### src/sv/swa_pkg.sv
`default_nettype none
// ----------------------------------------------------------------------------
// Sliding window average package
// Shared widths, controller state type and the command and status structs
// that join the controller to the datapath.
// ----------------------------------------------------------------------------
package swa_pkg;

  localparam int unsigned WINDOW_MAX   = 64;
  localparam int unsigned SAMPLE_WIDTH = 32;
  localparam int unsigned SLOT_W       = $clog2(WINDOW_MAX);
  localparam int unsigned COUNT_W      = SLOT_W + 1;
  localparam int unsigned SUM_W        = SAMPLE_WIDTH + SLOT_W;
  localparam int unsigned WIN_W        = 7;
  localparam int unsigned DIV_CNT_W    = $clog2(SUM_W);

  localparam logic [WIN_W-1:0] WINDOW_RESET = WIN_W'(8);

  typedef logic signed [SAMPLE_WIDTH-1:0] sample_t;
  typedef logic        [COUNT_W-1:0]      count_t;

  typedef enum logic [2:0] {
    ST_IDLE,
    ST_DROP,
    ST_DROP_SUB,
    ST_STORE,
    ST_START,
    ST_SCAN,
    ST_DRAIN,
    ST_FINISH
  } swa_state_e;

  typedef struct packed {
    logic accept;
    logic drop_rd;
    logic drop_sub;
    logic store;
    logic div_start;
    logic scan_rd;
    logic load_out;
  } swa_cmd_t;

  typedef struct packed {
    logic full;
    logic scan_last;
    logic div_done;
    logic out_free;
  } swa_status_t;

endpackage : swa_pkg
`default_nettype wire

### src/sv/swa_in_if.sv
`default_nettype none
// ----------------------------------------------------------------------------
// Sample input channel
// Valid/ready channel that carries one signed Q16.16 sample per transfer.
// ----------------------------------------------------------------------------
interface swa_in_if
  import swa_pkg::*;
();
  logic    valid;
  logic    ready;
  sample_t sample;

  modport source (output valid, output sample, input ready);
  modport sink   (input valid, input sample, output ready);
endinterface : swa_in_if
`default_nettype wire

### src/sv/swa_out_if.sv
`default_nettype none
// ----------------------------------------------------------------------------
// Result output channel
// Valid/ready channel that carries average, swing and fill count.
// ----------------------------------------------------------------------------
interface swa_out_if
  import swa_pkg::*;
();
  logic                    valid;
  logic                    ready;
  sample_t                 window_average;
  logic [SAMPLE_WIDTH-1:0] max_swing;
  logic                    swing_valid;
  logic [WIN_W-1:0]        fill_count;

  modport source (output valid, output window_average, output max_swing,
                  output swing_valid, output fill_count, input ready);
  modport sink   (input valid, input window_average, input max_swing,
                  input swing_valid, input fill_count, output ready);
endinterface : swa_out_if
`default_nettype wire

### src/sv/swa_div.sv
`default_nettype none
// ----------------------------------------------------------------------------
// Sliding window average divider
// Restoring signed divider, one quotient bit per cycle, truncating toward zero.
// ----------------------------------------------------------------------------
module swa_div
  import swa_pkg::*;
(
  input  wire logic                    clk_i,
  input  wire logic                    rst_ni,
  input  wire logic                    start_i,
  input  wire logic signed [SUM_W-1:0] dividend_i,
  input  wire count_t                  divisor_i,
  output      logic                    done_o,
  output      sample_t                 quotient_o
);

  logic                 busy_q, busy_d;
  logic                 done_q, done_d;
  logic [DIV_CNT_W-1:0] cnt_q, cnt_d;
  logic [SUM_W-1:0]     acc_q, acc_d;
  logic [COUNT_W:0]     rem_q, rem_d;
  count_t               dvs_q, dvs_d;
  logic                 neg_q, neg_d;
  logic [COUNT_W:0]     rem_sh;
  logic [SUM_W-1:0]     quot_mag;

  assign rem_sh = {rem_q[COUNT_W-1:0], acc_q[SUM_W-1]};

  always_comb begin
    busy_d = busy_q;
    done_d = done_q;
    cnt_d  = cnt_q;
    acc_d  = acc_q;
    rem_d  = rem_q;
    dvs_d  = dvs_q;
    neg_d  = neg_q;
    if (start_i) begin
      busy_d = 1'b1;
      done_d = 1'b0;
      cnt_d  = '0;
      acc_d  = dividend_i[SUM_W-1] ? SUM_W'(-dividend_i) : SUM_W'(dividend_i);
      rem_d  = '0;
      dvs_d  = divisor_i;
      neg_d  = dividend_i[SUM_W-1];
    end else if (busy_q) begin
      if (rem_sh >= {1'b0, dvs_q}) begin
        rem_d = rem_sh - {1'b0, dvs_q};
        acc_d = {acc_q[SUM_W-2:0], 1'b1};
      end else begin
        rem_d = rem_sh;
        acc_d = {acc_q[SUM_W-2:0], 1'b0};
      end
      cnt_d = cnt_q + DIV_CNT_W'(1);
      if (cnt_q == DIV_CNT_W'(SUM_W - 1)) begin
        busy_d = 1'b0;
        done_d = 1'b1;
      end
    end
  end

  always_ff @(posedge clk_i or negedge rst_ni) begin
    if (!rst_ni) begin
      busy_q <= 1'b0;
      done_q <= 1'b0;
      cnt_q  <= '0;
    end else begin
      busy_q <= busy_d;
      done_q <= done_d;
      cnt_q  <= cnt_d;
    end
  end

  always_ff @(posedge clk_i) begin
    acc_q <= acc_d;
    rem_q <= rem_d;
    dvs_q <= dvs_d;
    neg_q <= neg_d;
  end

  assign quot_mag   = neg_q ? (~acc_q + SUM_W'(1)) : acc_q;
  assign quotient_o = quot_mag[SAMPLE_WIDTH-1:0];
  assign done_o     = done_q;

endmodule : swa_div
`default_nettype wire

### src/sv/swa_ctrl.sv
`default_nettype none
// ----------------------------------------------------------------------------
// Sliding window average controller
// Sequences drop, store, swing scan and result load for one sample.
// ----------------------------------------------------------------------------
module swa_ctrl
  import swa_pkg::*;
(
  input  wire logic        clk_i,
  input  wire logic        rst_ni,
  input  wire logic        in_valid_i,
  output      logic        in_ready_o,
  input  wire swa_status_t status_i,
  output      swa_cmd_t    cmd_o
);

  swa_state_e state_q, state_d;

  always_comb begin
    state_d = state_q;
    unique case (state_q)
      ST_IDLE: begin
        if (in_valid_i) begin
          state_d = status_i.full ? ST_DROP : ST_STORE;
        end
      end
      ST_DROP:     state_d = ST_DROP_SUB;
      ST_DROP_SUB: state_d = ST_STORE;
      ST_STORE:    state_d = ST_START;
      ST_START:    state_d = ST_SCAN;
      ST_SCAN: begin
        if (status_i.scan_last) begin
          state_d = ST_DRAIN;
        end
      end
      ST_DRAIN:    state_d = ST_FINISH;
      ST_FINISH: begin
        if (status_i.div_done && status_i.out_free) begin
          state_d = ST_IDLE;
        end
      end
      default:     state_d = ST_IDLE;
    endcase
  end

  always_comb begin
    cmd_o      = '0;
    in_ready_o = 1'b0;
    unique case (state_q)
      ST_IDLE: begin
        in_ready_o   = 1'b1;
        cmd_o.accept = in_valid_i;
      end
      ST_DROP:     cmd_o.drop_rd   = 1'b1;
      ST_DROP_SUB: cmd_o.drop_sub  = 1'b1;
      ST_STORE:    cmd_o.store     = 1'b1;
      ST_START:    cmd_o.div_start = 1'b1;
      ST_SCAN:     cmd_o.scan_rd   = 1'b1;
      ST_DRAIN:    ;
      ST_FINISH:   cmd_o.load_out  = status_i.div_done && status_i.out_free;
      default:     ;
    endcase
  end

  always_ff @(posedge clk_i or negedge rst_ni) begin
    if (!rst_ni) begin
      state_q <= ST_IDLE;
    end else begin
      state_q <= state_d;
    end
  end

endmodule : swa_ctrl
`default_nettype wire

### src/sv/swa_datapath.sv
`default_nettype none
// ----------------------------------------------------------------------------
// Sliding window average datapath
// Sample ring, running sum, swing scan, divider and output register.
// ----------------------------------------------------------------------------
module swa_datapath
  import swa_pkg::*;
(
  input  wire logic             clk_i,
  input  wire logic             rst_ni,
  input  wire logic             cfg_we_i,
  input  wire logic [WIN_W-1:0] cfg_wdata_i,
  input  wire sample_t          sample_i,
  input  wire swa_cmd_t         cmd_i,
  output      swa_status_t      status_o,
  swa_out_if.source             out_o
);

  logic [SAMPLE_WIDTH-1:0] ring_q [WINDOW_MAX];
  logic [SAMPLE_WIDTH-1:0] rdata_q;
  logic [SLOT_W-1:0]       raddr;
  logic                    rd_en;

  logic [WIN_W-1:0]        window_q;
  logic [SLOT_W-1:0]       oldest_q, oldest_d;
  count_t                  held_q, held_d;
  logic signed [SUM_W-1:0] sum_q, sum_d;
  sample_t                 sample_q;
  count_t                  win_eff;

  count_t                  scan_idx_q, scan_idx_d;
  logic                    rd_vld_q, rd_first_q;
  logic [SAMPLE_WIDTH-1:0] prev_q;
  logic [SAMPLE_WIDTH-1:0] max_q, max_d;
  logic signed [SAMPLE_WIDTH:0] diff;
  logic [SAMPLE_WIDTH:0]   diff_abs;

  logic                    div_done;
  sample_t                 div_quot;

  logic                    out_valid_q;
  sample_t                 avg_q;
  logic [SAMPLE_WIDTH-1:0] swing_q;
  logic                    swing_vld_q;
  logic [WIN_W-1:0]        fill_q;

  // Clamp the window register into 1..WINDOW_MAX.
  always_comb begin
    if (window_q == '0) begin
      win_eff = count_t'(1);
    end else if (window_q > WIN_W'(WINDOW_MAX)) begin
      win_eff = count_t'(WINDOW_MAX);
    end else begin
      win_eff = count_t'(window_q);
    end
  end

  assign rd_en = cmd_i.drop_rd || cmd_i.scan_rd;
  assign raddr = cmd_i.drop_rd ? oldest_q : (oldest_q + scan_idx_q[SLOT_W-1:0]);

  always_ff @(posedge clk_i) begin
    if (cmd_i.store) begin
      ring_q[oldest_q + held_q[SLOT_W-1:0]] <= sample_q;
    end
    if (rd_en) begin
      rdata_q <= ring_q[raddr];
    end
  end

  always_comb begin
    oldest_d   = oldest_q;
    held_d     = held_q;
    sum_d      = sum_q;
    scan_idx_d = scan_idx_q;
    if (cfg_we_i) begin
      oldest_d = '0;
      held_d   = '0;
      sum_d    = '0;
    end else if (cmd_i.drop_sub) begin
      // drop the oldest sample
      sum_d    = sum_q - SUM_W'(signed'(rdata_q));
      oldest_d = oldest_q + SLOT_W'(1);
      held_d   = held_q - count_t'(1);
    end else if (cmd_i.store) begin
      sum_d  = sum_q + SUM_W'(sample_q);
      held_d = held_q + count_t'(1);
    end
    if (cmd_i.div_start) begin
      scan_idx_d = '0;
    end else if (cmd_i.scan_rd) begin
      scan_idx_d = scan_idx_q + count_t'(1);
    end
  end

  always_ff @(posedge clk_i or negedge rst_ni) begin
    if (!rst_ni) begin
      window_q   <= WINDOW_RESET;
      oldest_q   <= '0;
      held_q     <= '0;
      sum_q      <= '0;
      scan_idx_q <= '0;
      rd_vld_q   <= 1'b0;
      rd_first_q <= 1'b0;
    end else begin
      if (cfg_we_i) begin
        window_q <= cfg_wdata_i;
      end
      oldest_q   <= oldest_d;
      held_q     <= held_d;
      sum_q      <= sum_d;
      scan_idx_q <= scan_idx_d;
      rd_vld_q   <= cmd_i.scan_rd;
      rd_first_q <= cmd_i.scan_rd && (scan_idx_q == '0);
    end
  end

  always_ff @(posedge clk_i) begin
    if (cmd_i.accept) begin
      sample_q <= sample_i;
    end
  end

  // Swing scan: one sample per cycle, compare against the previous one.
  assign diff     = $signed({rdata_q[SAMPLE_WIDTH-1], rdata_q})
                  - $signed({prev_q[SAMPLE_WIDTH-1], prev_q});
  assign diff_abs = diff[SAMPLE_WIDTH] ? (SAMPLE_WIDTH+1)'(-diff)
                                       : (SAMPLE_WIDTH+1)'(diff);

  always_comb begin
    max_d = max_q;
    if (cmd_i.div_start) begin
      max_d = '0;
    end else if (rd_vld_q && !rd_first_q) begin
      if (diff_abs[SAMPLE_WIDTH-1:0] > max_q) begin
        max_d = diff_abs[SAMPLE_WIDTH-1:0];
      end
    end
  end

  always_ff @(posedge clk_i) begin
    max_q <= max_d;
    if (rd_vld_q) begin
      prev_q <= rdata_q;
    end
  end

  swa_div u_div (
    .clk_i      (clk_i),
    .rst_ni     (rst_ni),
    .start_i    (cmd_i.div_start),
    .dividend_i (sum_q),
    .divisor_i  (held_q),
    .done_o     (div_done),
    .quotient_o (div_quot)
  );

  // Output register: hold the result until the transfer completes.
  always_ff @(posedge clk_i or negedge rst_ni) begin
    if (!rst_ni) begin
      out_valid_q <= 1'b0;
    end else if (cmd_i.load_out) begin
      out_valid_q <= 1'b1;
    end else if (out_o.ready) begin
      out_valid_q <= 1'b0;
    end
  end

  always_ff @(posedge clk_i) begin
    if (cmd_i.load_out) begin
      avg_q       <= div_quot;
      swing_q     <= max_q;
      swing_vld_q <= (held_q >= count_t'(2));
      fill_q      <= WIN_W'(held_q);
    end
  end

  assign out_o.valid          = out_valid_q;
  assign out_o.window_average = avg_q;
  assign out_o.max_swing      = swing_q;
  assign out_o.swing_valid    = swing_vld_q;
  assign out_o.fill_count     = fill_q;

  assign status_o.full      = (held_q >= win_eff);
  assign status_o.scan_last = (scan_idx_q == held_q - count_t'(1));
  assign status_o.div_done  = div_done;
  assign status_o.out_free  = !out_valid_q || out_o.ready;

endmodule : swa_datapath
`default_nettype wire

### src/sv/sliding_window_average_and_swing_top.sv
`default_nettype none
// ----------------------------------------------------------------------------
// Sliding window average and swing monitor
// Keeps the most recent samples in a ring and reports mean, swing and count.
// ----------------------------------------------------------------------------
// Flow: a full window first drops its oldest sample, then the new sample is
//   stored; the 38-step divider and the one-read-per-cycle ring scan over the
//   held samples follow, and no new sample is taken until the result is loaded.
// Reset: asynchronous, active low; history empty, window register at 8.
//   A window write also empties the history.
module sliding_window_average_and_swing_top
  import swa_pkg::*;
(
  input  wire logic             clk_i,
  input  wire logic             rst_ni,
  input  wire logic             cfg_we_i,
  input  wire logic [WIN_W-1:0] cfg_wdata_i,
  swa_in_if.sink                in_i,
  swa_out_if.source             out_o
);

  swa_cmd_t    cmd;
  swa_status_t status;

  swa_ctrl u_ctrl (
    .clk_i      (clk_i),
    .rst_ni     (rst_ni),
    .in_valid_i (in_i.valid),
    .in_ready_o (in_i.ready),
    .status_i   (status),
    .cmd_o      (cmd)
  );

  swa_datapath u_datapath (
    .clk_i       (clk_i),
    .rst_ni      (rst_ni),
    .cfg_we_i    (cfg_we_i),
    .cfg_wdata_i (cfg_wdata_i),
    .sample_i    (in_i.sample),
    .cmd_i       (cmd),
    .status_o    (status),
    .out_o       (out_o)
  );

endmodule : sliding_window_average_and_swing_top
`default_nettype wire
### src/flat_wrapper.sv
// flat-port wrapper written by rule: the top's interface ports become plain ports
module sliding_window_average_and_swing_top_flat import swa_pkg::*;
  (clk_i, rst_ni, cfg_we_i, cfg_wdata_i, in_i_valid, in_i_sample, in_i_ready, out_o_valid, out_o_window_average, out_o_max_swing, out_o_swing_valid, out_o_fill_count, out_o_ready);
  swa_in_if in_i_i ();
  swa_out_if out_o_i ();
  input  wire logic clk_i;
  input  wire logic rst_ni;
  input  wire logic cfg_we_i;
  input  wire logic [WIN_W-1:0] cfg_wdata_i;
  input wire logic [$bits(in_i_i.valid)-1:0] in_i_valid;
  input wire logic [$bits(in_i_i.sample)-1:0] in_i_sample;
  output wire logic [$bits(in_i_i.ready)-1:0] in_i_ready;
  output wire logic [$bits(out_o_i.valid)-1:0] out_o_valid;
  output wire logic [$bits(out_o_i.window_average)-1:0] out_o_window_average;
  output wire logic [$bits(out_o_i.max_swing)-1:0] out_o_max_swing;
  output wire logic [$bits(out_o_i.swing_valid)-1:0] out_o_swing_valid;
  output wire logic [$bits(out_o_i.fill_count)-1:0] out_o_fill_count;
  input wire logic [$bits(out_o_i.ready)-1:0] out_o_ready;
  assign in_i_i.valid = in_i_valid;
  assign in_i_i.sample = in_i_sample;
  assign in_i_ready = in_i_i.ready;
  assign out_o_valid = out_o_i.valid;
  assign out_o_window_average = out_o_i.window_average;
  assign out_o_max_swing = out_o_i.max_swing;
  assign out_o_swing_valid = out_o_i.swing_valid;
  assign out_o_fill_count = out_o_i.fill_count;
  assign out_o_i.ready = out_o_ready;
  sliding_window_average_and_swing_top u_core (.clk_i(clk_i), .rst_ni(rst_ni), .cfg_we_i(cfg_we_i), .cfg_wdata_i(cfg_wdata_i), .in_i(in_i_i), .out_o(out_o_i));
endmodule
### config.mk
export PLATFORM = sky130hd
export DESIGN_NAME = sliding_window_average_and_swing_top_flat
export DESIGN_NICKNAME = d
export VERILOG_FILES = /design/src/sv/swa_pkg.sv /design/src/sv/swa_in_if.sv /design/src/sv/swa_out_if.sv /design/src/sv/swa_div.sv /design/src/sv/swa_ctrl.sv /design/src/sv/swa_datapath.sv /design/src/sv/sliding_window_average_and_swing_top.sv /design/src/flat_wrapper.sv
export SDC_FILE = /design/constraint.sdc
export NUM_CORES = 2
export LEC_CHECK = 0
export ABC_AREA = 1
export BUFFER_PORTS_ARGS = -buffer_cell sky130_fd_sc_hd__buf_2
export CORE_MARGIN = 1
export CORE_UTILIZATION = 50
export DETAILED_ROUTE_END_ITERATION = 10
export GPL_TIMING_DRIVEN = 0
export PLACE_DENSITY = 0.71
export SKIP_LAST_GASP = 1
export SLEW_MARGIN = 10
export SYNTH_ARGS = -nofsm -noshare
export SYNTH_HDL_FRONTEND = slang
export SYNTH_SLANG_ARGS = --single-unit
### constraint.sdc
create_clock -name clk_i -period 7.8 [get_ports clk_i]
set_clock_uncertainty 0.15 [all_clocks]
set_input_delay 0 -clock clk_i [delete_from_list [all_inputs] [get_ports clk_i]]
set_output_delay 0 -clock clk_i [all_outputs]
set_load 0.1 [all_outputs]
==> results.txt <==
The detailed-placement wirelength estimate came out at slightly below 300,000 um. The worst setup path is launched from a register. The area fraction of the dominant cell type after synthesis came out at 0.670. The setup slack of the most critical reg-to-reg path is between 1 and 1.5 ns.

The residual DRC count came out at 0. Summed over all cells, the static leakage comes to approximately 42 nW. The total count of hold-check failures in the final report is 0. The number of enable-type register cells in the synthesized netlist came out at between 2,000 and 2,500. After filler insertion, the fill cell instance count of the layout stands at about 15,000. The longest individual stage delay on the worst path came out at 0.95 ns. The number of different library cells in the post-synthesis netlist came out at 57. The root buffer cell chosen for the clock tree is sky130_fd_sc_hd__clkbuf_16. The finished layout holds about 12,000 standard cells, fillers aside.

Broken down by cell family, the worst path's largest delay share belongs to compound AO/OA/AOI/OAI gates. The final cell utilization of the core is 0.599. The number of levels the H-tree was split into came out at 4. The residual overflow from global routing came out at 0. In this run the core area contains around 160 standard-cell rows. The area of the die is between 200,000 and 250,000 um^2. The setup TNS after final layout is 0 ns. The least setup slack across all paths after layout came out at ~1.2 ns.

The fraction of final layout cells sized beyond drive strength 1 is 0.105. The number of placed instances with taps included is between 10,000 and 15,000. The number of nets produced by synthesis came out at 8,738. The max-slew violation count came out at 0. The run finished with clean final reports. The maximum clock rate came out at approximately 150 MHz. The max-capacitance violation count is 0. The setup slack after placement came out at 1.64 ns. The residual antenna-violating net count after detailed routing is 0. The count of TritonRoute iterations in the first routing pass is 9. The post-detailed-route via-to-cell ratio came out at 6.61. The wire length of the first global-routing pass is ~560,000 um. STA classifies the critical path endpoint as a register. The die extent in y came out at roughly 450 um.

The biggest area contributor in the post-synthesis netlist is sky130_fd_sc_hd__edfxtp_1. The transition at the pin with the smallest max-transition slack came out at between 1 and 1.5 ns. The core area is ~200,000 um^2. The die is around 450 um wide. By area the synthesized netlist is led by sky130_fd_sc_hd__edfxtp_1 67%, sky130_fd_sc_hd__o21ai_0 6.6%, sky130_fd_sc_hd__nor2_1 5.5%. The detailed router placed 80,100 vias in this run. Clock latency on the worst-skew pair, taken at its later pin, is 0.96 ns.

During synthesis, Yosys emitted a total of 0 warnings. The number of buffers added on ports is approximately 120. The cell with the biggest individual delay on the critical path is sky130_fd_sc_hd__clkbuf_1.

The maximum count of clock buffers along a single path came out at 3. The initial standard-cell utilization of the core came out at 0.505. The routed wirelength normalized by instance count is around 34 um. The synthesis-to-finish area growth is 18.5%. In this run the tightest slew margin relative to its limit is 0.0595. Leaving out fill and tap cells, the most frequent cell in the layout is sky130_fd_sc_hd__edfxtp_1.

The final net count is between 9,000 and 10,000. The gate count after technology mapping is approximately 8,600. The library cells used most frequently in the layout, excluding fill and tap cells, are 2,262 x sky130_fd_sc_hd__edfxtp_1, 1,432 x sky130_fd_sc_hd__nor2_1, 1,335 x sky130_fd_sc_hd__o21ai_0, 693 x sky130_fd_sc_hd__nand2_1, 457 x sky130_fd_sc_hd__inv_1.

For this run, the total global-route usage over all layers was measured as 0.394. The detailed router's first-iteration violation count is 16,000. In the finished design, the share of the clock period the worst path needs comes to 0.841. The maximum number of pins on one net before global-route repair came out at 52.

The weighted congestion reported at the end of routability-driven placement came out at roughly 1.1. TritonCTS built the clock tree. Across the VDD grid, the largest voltage drop is 342 uV. The combined area of all synthesized cells came out at around 100,000 um^2.

The worst path in the final design needs a cycle of approximately 6.6 ns, including I/O delays and setup. Together, buffers and inverters on the worst path number 4. The final count of negative-setup-slack endpoints came out at 0. The tightest min-delay check is of the in -> reg type. The number of ports placed on the die boundary is roughly 120. The total routed wirelength came out at around 400,000 um. The TritonCTS buffer count is between 200 and 250. Among all flip-flop cells after synthesis, the most frequent one is sky130_fd_sc_hd__edfxtp_1. The final-layout worst hold slack is slightly below 0.1 ns. Of all nets on the critical path, the largest fanout is 34.

The total number of clock tree sinks came out at between 2,000 and 2,500. The initial antenna violation count is 27. The number of instances resized during post-cts repair came out at 0. The mean instance size in the synthesized netlist is roughly 12 um^2. The worst setup path category is reg -> reg. The part of the Yosys area used for sequential elements is 0.697. Traced cell by cell, the critical path runs through buf_4 -> inv_2 -> nor2_4 -> nand2_2 -> o21ai_4 -> buf_2 -> clkbuf_1 -> nor2_1 -> o22ai_1 -> o21ai_0 -> o221ai_1 -> nand3_1 -> nand2_1. The async set-or-reset flop fraction in the synthesized netlist came out at 0.0332.

Clock-pin slew was measured on the worst setup and hold paths at approximately 0.060 ns. The synthesis-stage register bit count is 2,380. The ratio of total power to cell area came out at roughly 420 nW/um^2.

Setup repair after global routing left no endpoint under its margin. For the worst setup path, the data required time is around 8.4 ns. The number of global-route vias before repair is approximately 74,000. The data arrival time at the worst-slack endpoint is approximately 7.1 ns.
## sequential cells by signal, indices dropped and copies added, names as in the netlist, 3 cells and up
signal,flops
u_core.u_datapath.u_div.acc_q,38
u_core.u_datapath.out_o.window_average,32
u_core.u_datapath.oldest_q,6
u_core.u_datapath.window_q,7
u_core.u_datapath.prev_q,32
u_core.u_datapath.u_div.rem_q,7
u_core.u_datapath.scan_idx_q,7
u_core.u_datapath.sum_q,38
u_core.u_datapath.u_div.dvs_q,7
u_core.u_ctrl.state_q,3
u_core.u_datapath.held_q,7
u_core.u_datapath.out_o.fill_count,7
u_core.u_datapath.rdata_q,32
u_core.u_datapath.out_o.max_swing,32
u_core.u_datapath.u_div.cnt_q,6
u_core.u_datapath.sample_q,32
u_core.u_datapath.ring_q,2048
u_core.u_datapath.max_q,32
## cell families (layout without fill, tap and decap cells)
family / after synthesis / after routing / share of synthesized area
AOI/OAI and AO/OA: 2395 / 2395 / 0.135
xor gates and xnor gates: 137 / 137 / 0.0118
adders and majority gates: 142 / 142 / 0.0179
buffers and inverters: 967 / 1866 / 0.0386
DFF: 2380 / 2380 / 0.697
other: 0 / 13 / 0
and+or+nand+nor: 2531 / 2531 / 0.0992
## synth_stat cells (3+ instances only)
| cell type | number |
|---|---|
| sky130_fd_sc_hd__a21boi_0 | 10 |
| sky130_fd_sc_hd__a211oi_1 | 4 |
| sky130_fd_sc_hd__buf_6 | 6 |
| sky130_fd_sc_hd__o221ai_1 | 167 |
| sky130_fd_sc_hd__or2_2 | 6 |
| sky130_fd_sc_hd__buf_1 | 8 |
| sky130_fd_sc_hd__a31oi_1 | 24 |
| sky130_fd_sc_hd__edfxtp_1 | 2262 |
| sky130_fd_sc_hd__o211ai_1 | 140 |
| sky130_fd_sc_hd__dfrtp_1 | 78 |
| sky130_fd_sc_hd__a22oi_1 | 3 |
| sky130_fd_sc_hd__inv_2 | 7 |
| sky130_fd_sc_hd__nand4_1 | 23 |
| sky130_fd_sc_hd__and2_1 | 4 |
| sky130_fd_sc_hd__nand2_2 | 5 |
| sky130_fd_sc_hd__clkbuf_1 | 336 |
| sky130_fd_sc_hd__nor4_1 | 17 |
| sky130_fd_sc_hd__o22ai_1 | 429 |
| sky130_fd_sc_hd__xnor2_1 | 23 |
| sky130_fd_sc_hd__o41ai_1 | 3 |
| sky130_fd_sc_hd__inv_1 | 458 |
| sky130_fd_sc_hd__buf_2 | 126 |
| sky130_fd_sc_hd__xor2_1 | 114 |
| sky130_fd_sc_hd__nand2_1 | 693 |
| sky130_fd_sc_hd__clkinv_1 | 5 |
| sky130_fd_sc_hd__nor2_1 | 1498 |
| sky130_fd_sc_hd__o21ai_1 | 64 |
| sky130_fd_sc_hd__nand3b_1 | 11 |
| sky130_fd_sc_hd__dfxtp_1 | 39 |
| sky130_fd_sc_hd__nor3_1 | 55 |
| sky130_fd_sc_hd__o21bai_1 | 8 |
| sky130_fd_sc_hd__fa_1 | 5 |
| sky130_fd_sc_hd__o21ai_0 | 1335 |
| sky130_fd_sc_hd__ha_1 | 137 |
| sky130_fd_sc_hd__a21o_1 | 13 |
| sky130_fd_sc_hd__o21a_1 | 5 |
| sky130_fd_sc_hd__buf_4 | 19 |
| sky130_fd_sc_hd__nand3_1 | 208 |
| sky130_fd_sc_hd__o31ai_1 | 10 |
| sky130_fd_sc_hd__a21oi_1 | 170 |
## report_power, final
part	internal (mW)	switching, mW
combinational	6.16	17.7
sequential	14.8	0.616
clock	6.34	5.16
## per-layer routing
layer  track usage  vias up  part of all wire
li1              -    32700                 -
met1         0.486    38400              0.33
met2         0.573     7352              0.42
met3         0.151     1627              0.17
met4         0.268       28             0.083
met5       0.00326        -           0.00064
## worst register-to-register path, cell delays in order, from the launching register on
cell	delay, ns
sky130_fd_sc_hd__dfrtp_1	0.32
sky130_fd_sc_hd__buf_4	0.14
sky130_fd_sc_hd__inv_2	0.05
sky130_fd_sc_hd__nor2_4	0.78
sky130_fd_sc_hd__nand2_2	0.21
sky130_fd_sc_hd__o21ai_4	0.94
sky130_fd_sc_hd__buf_2	0.65
sky130_fd_sc_hd__clkbuf_1	0.96
sky130_fd_sc_hd__nor2_1	0.10
sky130_fd_sc_hd__o22ai_1	0.49
sky130_fd_sc_hd__o21ai_0	0.30
sky130_fd_sc_hd__o221ai_1	0.68
sky130_fd_sc_hd__nand3_1	0.30
sky130_fd_sc_hd__nand2_1	0.27
## path summary, 6_finish.rpt
kind	to	depth (start not counted)	from
max in group asynchronous	u_core.u_datapath.window_q[3]	6	rst_ni
setup reg to reg	u_core.u_datapath.rdata_q[24]	13	u_core.u_ctrl.state_q[0]
hold / removal	u_core.u_datapath.sample_q[29]	4	in_i_valid
min in group asynchronous	u_core.u_datapath.u_div.cnt_q[3]	5	rst_ni
hold reg to reg	u_core.u_datapath.out_o.max_swing[25]	0	u_core.u_datapath.max_q[25]
setup / recovery	u_core.u_datapath.rdata_q[24]	13	u_core.u_ctrl.state_q[0]
## area by class of cell
cell class | instances | area, um^2 | area share
Sequential cell | 2380 | 70700 | 0.588
Multi-Input combinational cell | 5205 | 27300 | 0.227
Timing Repair Buffer | 468 | 7170 | 0.0596
Clock buffer | 263 | 5930 | 0.0494
Tap cell | 2656 | 3320 | 0.0277
Buffer | 495 | 2130 | 0.0178
Clock inverter | 168 | 1820 | 0.0151
Inverter | 472 | 1780 | 0.0148
Antenna cell | 13 | 32.5 | 0.000271
## metrics by stage
stage,area [um^2],power (mW)
3_5_place_dp,111000,38.1
3_3_place_gp,105000,37.4
2_1_floorplan,101000,28.5
4_1_cts,120000,49.5
5_1_grt,120000,52.2
6_report,120000,50.8
## what timing repair did
item | in CTS | in global routing
endpoints found under the hold margin | 178 | 0
hold buffers | 101 | 0
setup buffers | 0 | 0
No activity file was read; power rests on OpenSTA's default activity.
